**src/ucd_pkg.sv**
```systemverilog
// Shared types and codes for the undirected cycle detector.
package ucd_pkg;

    // Input word: one undirected edge.
    typedef struct packed {
        logic [7:0] edge_from;
        logic [7:0] edge_to;
        logic       last_edge;
    } edge_word_t;

    // Result word.
    typedef struct packed {
        logic       cycle_found;
        logic [1:0] status;
    } result_word_t;

    localparam logic [1:0] STATUS_OK       = 2'd0;
    localparam logic [1:0] STATUS_RANGE    = 2'd1;
    localparam logic [1:0] STATUS_OVERFLOW = 2'd2;

    localparam logic [8:0] VCOUNT_RESET = 9'd256;

    // Commands from the controller to the datapath.
    typedef struct packed {
        logic load_edge;
        logic root_init;
        logic root_rd;
        logic root_next;
        logic root_start;
        logic edge_rd;
        logic edge_skip;
        logic edge_hit;
        logic push;
        logic pop_rd;
        logic pop_load;
        logic out_load;
        logic out_cycle;
        logic clr_step;
    } ucd_cmd_t;

    // Status from the datapath to the controller.
    typedef struct packed {
        logic root_done;
        logic root_visited;
        logic scan_end;
        logic edge_match;
        logic other_visited;
        logic sp_one;
        logic clr_last;
        logic out_free;
    } ucd_stat_t;

endpackage

```
**src/ucd_ctrl.sv**
```systemverilog
// Controller state machine for loading, search, result and mark clearing.
module ucd_ctrl import ucd_pkg::*; (
    input  logic      aclk,
    input  logic      aresetn,
    input  logic      in_valid,
    input  logic      in_last,
    output logic      in_ready,
    input  ucd_stat_t stat,
    output ucd_cmd_t  cmd
);
    localparam logic [3:0] ST_CLEAR    = 4'd0;
    localparam logic [3:0] ST_IDLE     = 4'd1;
    localparam logic [3:0] ST_ROOT     = 4'd2;
    localparam logic [3:0] ST_ROOT_CHK = 4'd3;
    localparam logic [3:0] ST_SCAN     = 4'd4;
    localparam logic [3:0] ST_EDGE     = 4'd5;
    localparam logic [3:0] ST_VIS      = 4'd6;
    localparam logic [3:0] ST_POP      = 4'd7;
    localparam logic [3:0] ST_DONE     = 4'd8;

    logic [3:0] state_reg;
    logic [3:0] state_next;
    logic       found_reg;
    logic       found_next;

    // Next state and command decode.
    always_comb begin
        state_next    = state_reg;
        found_next    = found_reg;
        cmd           = '0;
        cmd.out_cycle = found_reg;
        in_ready      = 1'b0;
        case (state_reg)
            ST_CLEAR: begin
                cmd.clr_step = 1'b1;
                if (stat.clr_last) begin
                    state_next = ST_IDLE;
                end
            end
            ST_IDLE: begin
                in_ready = 1'b1;
                if (in_valid) begin
                    cmd.load_edge = 1'b1;
                    if (in_last) begin
                        cmd.root_init = 1'b1;
                        state_next    = ST_ROOT;
                    end
                end
            end
            ST_ROOT: begin
                if (stat.root_done) begin
                    found_next = 1'b0;
                    state_next = ST_DONE;
                end else begin
                    cmd.root_rd = 1'b1;
                    state_next  = ST_ROOT_CHK;
                end
            end
            ST_ROOT_CHK: begin
                if (stat.root_visited) begin
                    cmd.root_next = 1'b1;
                    state_next    = ST_ROOT;
                end else begin
                    cmd.root_start = 1'b1;
                    state_next     = ST_SCAN;
                end
            end
            ST_SCAN: begin
                if (!stat.scan_end) begin
                    cmd.edge_rd = 1'b1;
                    state_next  = ST_EDGE;
                end else if (stat.sp_one) begin
                    cmd.root_next = 1'b1;
                    state_next    = ST_ROOT;
                end else begin
                    cmd.pop_rd = 1'b1;
                    state_next = ST_POP;
                end
            end
            ST_EDGE: begin
                if (stat.edge_match) begin
                    cmd.edge_hit = 1'b1;
                    state_next   = ST_VIS;
                end else begin
                    cmd.edge_skip = 1'b1;
                    state_next    = ST_SCAN;
                end
            end
            ST_VIS: begin
                if (stat.other_visited) begin
                    found_next = 1'b1;
                    state_next = ST_DONE;
                end else begin
                    cmd.push   = 1'b1;
                    state_next = ST_SCAN;
                end
            end
            ST_POP: begin
                cmd.pop_load = 1'b1;
                state_next   = ST_SCAN;
            end
            ST_DONE: begin
                if (stat.out_free) begin
                    cmd.out_load = 1'b1;
                    state_next   = ST_CLEAR;
                end
            end
            default: begin
                state_next = ST_CLEAR;
            end
        endcase
    end

    // State register.
    always_ff @(posedge aclk) begin
        if (!aresetn) begin
            state_reg <= ST_CLEAR;
            found_reg <= 1'b0;
        end else begin
            state_reg <= state_next;
            found_reg <= found_next;
        end
    end

endmodule

```
**config.mk**
```make
export PLATFORM = sky130hd
export DESIGN_NAME = ucd_ctrl
export DESIGN_NICKNAME = d
export VERILOG_FILES = /design/src/ucd_pkg.sv /design/src/ucd_ctrl.sv
export SDC_FILE = /design/constraint.sdc
export NUM_CORES = 1
export LEC_CHECK = 0
export ABC_CLOCK_PERIOD_IN_PS = 1500
export BUFFER_PORTS_ARGS = -buffer_cell sky130_fd_sc_hd__buf_4
export CORE_AREA = 2 2 39 41
export DETAILED_ROUTE_END_ITERATION = 12
export DIE_AREA = 0 0 41 43
export PLACE_DENSITY = 0.76
export SLEW_MARGIN = 20
export SYNTH_ARGS = -nofsm -noshare
export SYNTH_HDL_FRONTEND = slang
export SYNTH_SLANG_ARGS = --single-unit
export TNS_END_PERCENT = 50
```
**constraint.sdc**
```tcl
create_clock -name aclk -period 1.5 [get_ports aclk]
set_input_delay 0.075 -clock aclk [delete_from_list [all_inputs] [get_ports aclk]]
set_output_delay 0.075 -clock aclk [all_outputs]
set_load 0.05 [all_outputs]
```
Yosys cells after proc, flatten, opt, wreduce, memory -nomap -nowiden
Index checks and enable logic that the tools add are counted.
{ "totals": {"n_memories": 0, "mem_bits_rw": 0, "latchBits": 0, "input_bits": 12, "mem_bits_ro": 0, "out_inout_bits": 15, "word_cells": 60, "regBits": 5} }
{ "op_classes": {"reduce_logical": 4, "muxes": 40, "multipliers": 0, "addsub": 0, "bitwise": 0, "eq_ne": 14, "magnitude_cmp": 0, "div_mod_pow": 0, "shifts": 0} }
{ "ops": {"columns": ["cell", "count"], "rows": [
  ["case mux 4 bit (9 select lines)", 1],
  ["two-way mux 4 bit", 7],
  ["two-way mux 1 bit", 24],
  ["equality test 4 x 3 -> 1 bit, second input constant", 4],
  ["inequality test 2 bit, second input constant", 6],
  ["equality test 4 x 2 -> 1 bit, second input constant", 2],
  ["two-way mux 2 bit", 4],
  ["two-way mux 3 bit", 2],
  ["equality test 4 x 1 -> 1 bit, second input constant", 1],
  ["equality test 4 bit, second input constant", 1],
  ["zero test 4 bit", 1],
  ["case mux 1 bit (2 select lines)", 2],
  ["AND reduction 4 bit", 1],
  ["AND reduction 3 bit", 1],
  ["nonzero test 2 bit", 1]
]} }

Logic depth before layout (Yosys ltp)
{ "logic_depth": {"word_depth": 3, "depth_mapped": 4} }

Least setup slack after synthesis
No wires, ideal clock.
{ "synth_path": {"path_kind": "register to output", "start": "reg state_reg[2]", "end": "out cmd[6] (netlist name)", "path_stages_with_launch": 4, "setup_slack_ns": -0.878, "required_time_ns": 1.425, "arrival_time_ns": 2.303, "path_cell_list": "dfxtp_1 -> buf_2 -> nand2_1 -> nor4b_1"} }
{ "synth_lines": {"columns": ["element", "line_no", "source"], "rows": [
  ["start: declaration", "ucd_ctrl.sv:21", "logic [3:0] state_reg;"],
  ["start signal: assignment", "ucd_ctrl.sv:120", "state_reg <= state_next;"],
  ["end: declaration", "ucd_ctrl.sv:9", "output ucd_cmd_t cmd"]
]} }

==> flow_summary.yaml <==
power_and_ir_drop:
  clock_power_share: 0.130
  internal-power_uw: 626
  power.static_leakage_nw: 0.400
  power_frac_comb: 0.686
  p_switching_uw: 524
  sw_frac_of_total: 0.455
  worst_ir_drop_vdd_mv: 0.824
  power_density_nw_per_um2: 1260
  fraction_of_power_consumed_by_sequential_logic: 0.184
setup_path:
  worst_setup_path_startpoint: "state_reg[0]"
  critical_path_required_ns: 1.42
  crit_arrival_ns: 1.44
  number_of_cells_on_the_worst_reg_to_reg_path: 4
  end_kind: "primary output"
  critical_path.endpoint: "cmd[2]"
  start_kind: "flop"
  timing.reg2reg.setup_slack_ns: 0.08
  timing.setup.critical_path_class: "flop to primary output"
  crit_fanout: 7
  crit-reg2reg-capture: "state_reg[0]"
  reg2reg_from: "state_reg[0]"
timing:
  layout_min_cycle_time_ns: 1.51
  grt_setup_unrepaired: "true"
  clock_skew_ns: 0.00157
  fmax_mhz: 660
  worst_slack_ns: -0.0141
  relSlewSlack: 0.822
  finalSetupViolations: 1
  least_margin_pin_slew_ns: 0.265
  final_max_slew_viol_count: 0
  hold_viol: 0
  finalCritPeriodShare: 1.01
  tns_ns: -0.0141
synthesis:
  post_synth_inst_count: 62
  synth.ff_latch_count: 5
  synthesized_area_per_cell_sq_um: 7.79
  synth.net_count: 74
  synth-warning-count: 0
  post_synth_instance_area_sq_um: 483
  yosysSeqAreaShare: 0.207
  yosys.cell_types.count: 26
global_route:
  first_global_vias: 643
  grt-ovfl-total: 0
  grt_start_max_net_pins: 9
  antenna_found_initial: 0
  grt_first_pass_wirelength_um: 2540
  globalRouteTotalUtil: 0.207
cells_and_area:
  finish.net_count: 112
  most-common-layout-cells: "31 x sky130_fd_sc_hd__buf_4, 6 x sky130_fd_sc_hd__buf_6, 4 x sky130_fd_sc_hd__nor3_2, 4 x sky130_fd_sc_hd__nand2_1, 4 x sky130_fd_sc_hd__nand2b_1"
  post_route_cells_drive_above_1_share: 0.626
  final_common_cell: "sky130_fd_sc_hd__buf_4"
  area.growth.synth_to_final_pct: 89.6
  insertedDiodeCount: 0
  flip_flop_count_of_the_largest_register_after_layout: 4
placed_design:
  gpl.final_weighted_congestion: 0.746
  detailedPlace.worstSlack_ns: 0.134
  detailed_place_hpwl_um: 1230
  place.port_buffers: 26
drt:
  final_antenna_net_count: 0
  drt_first_iter_violations: 5
  post_drt_wl_per_cell_um: 14.1
  vias: 618
  drt-vias-per-instance: 5.37
  remaining_drc_errors: 0
  drt_pre_antenna_iters: 2
  wirelength_um: 1620
clock_tree:
  clkSlewWorstSetupHoldPaths_ns: 0.04
  clockRootBuffer: "sky130_fd_sc_hd__clkbuf_4"
  tritoncts_num_sinks: 5
  cts_hold_repair.buffers: 0
  clock_tree.htree_level_count: 1
  clock_insertion_delay_worst_skew_ns: 0.24
  tritoncts: "yes"
  max-clock-path-buffers: 2
  cts_inserted_buffers: 3
die:
  initial_utilization: 0.349
  die-width_um: 41
  boundaryPins: 27
  floorplan.core_area_sq_um: 1380
  fp.dieArea_sq_um: 1760
  die_height_um: 43
  std_cell_rows: 14
min_path:
  hp-start: "aresetn"
  hold_class: "input port to flop"
outcome:
  outcome: "finished with violations"
  violations: "negative setup slack"
job:
  max-cap-violations: 0
-- what timing repair did --
item | CTS | global route
resized for setup | 14 | 9
endpoints found under the setup margin | 8 | 7
pin swaps | 5 | 4
buffers inserted | 5 | 1
-- stage by stage --
stage	utilization	area [sq um]	cells	hold WS, ns	power [mW]
final	0.662	916	115	0.0896	1.15
after global routing	0.662	916	115	0.0965	1.22
after CTS	0.631	873	114	0.0851	1.12
after detailed placement	0.557	771	105	0.333	0.867
after global placement	0.557	771	105	0.325	0.853
after floorplan	-	526	62	0.192	0.648
-- power groups by stage --
| stage | logic (mW) | registers, mW | clock network (mW) |
|---|---|---|---|
| floorplan | 0.466 | 0.183 | 0 |
| global placement | 0.649 | 0.203 | 0 |
| detailed placement | 0.662 | 0.205 | 0 |
| CTS | 0.751 | 0.208 | 0.157 |
| global route | 0.842 | 0.215 | 0.161 |
| finish | 0.788 | 0.211 | 0.150 |
-- cell families (layout without fill, tap and decap cells) --
kind of cell / after synthesis / count (layout) / synth area share
flip-flops: 5 / 5 / 0.207
buffers and inverters: 9 / 46 / 0.0958
AO/OA/AOI/OAI: 13 / 13 / 0.212
multiplexers: 1 / 1 / 0.0207
AND/OR/NAND/NOR: 34 / 34 / 0.464
-- worst min path at each step --
stage | slack, ns | to | cells after the start
2_1_floorplan | 0.19 | found_reg | 1
3_3_place_gp | 0.32 | found_reg | 2
3_5_place_dp | 0.33 | found_reg | 2
4_1_cts | 0.09 | found_reg | 2
5_1_grt | 0.1 | state_reg[3] | 2
6_report | 0.09 | found_reg | 2
-- area by class of cell --
cell class | count | area (sq um)
Multi-Input combinational cell | 48 | 410
Clock buffer | 4 | 26.3
Inverter | 3 | 11.3
Fill cell | 113 | 468
Sequential cell | 5 | 113
Timing Repair Buffer | 39 | 335
Tap cell | 16 | 20.0
-- metal layers --
metal	vias to the layer above	part of all wire	global-route usage
met5	-	0	0
met4	0	0.021	0.160
met3	4	0.051	0.0366
met2	22	0.53	0.344
met1	286	0.40	0.208
li1	306	-	-
-- critical path, cell delays in order (launching register included) --
cell and delay, ns:
sky130_fd_sc_hd__dfxtp_4 0.36, sky130_fd_sc_hd__or4b_4 0.57, sky130_fd_sc_hd__nor2_4 0.12, sky130_fd_sc_hd__buf_6 0.16
-- synth_stat cells, drive strengths merged --
| cell type | instances | area, sq um |
|---|---|---|
| nor4b | 3 | 41.3 |
| o211a | 1 | 10.0 |
| a21oi | 4 | 20.0 |
| o311a | 2 | 20.0 |
| buf | 6 | 35.0 |
| o31a | 2 | 17.5 |
| nand4b | 1 | 8.76 |
| a32o | 1 | 10.0 |
| and2 | 2 | 12.5 |
| nor4 | 3 | 18.8 |
| o21a | 1 | 7.51 |
| nor3 | 5 | 25.0 |
| mux2i | 1 | 10.0 |
| and3 | 2 | 12.5 |
| or2 | 1 | 6.26 |
| or3 | 2 | 12.5 |
| or4b | 1 | 10.0 |
| o32ai | 2 | 17.5 |
| nand3b | 3 | 22.5 |
| dfxtp | 5 | 100 |
| nand2b | 5 | 31.3 |
| inv | 3 | 11.3 |
| nand2 | 4 | 15.0 |
| nor2 | 2 | 7.51 |
(Power assumes the default switching activity.)
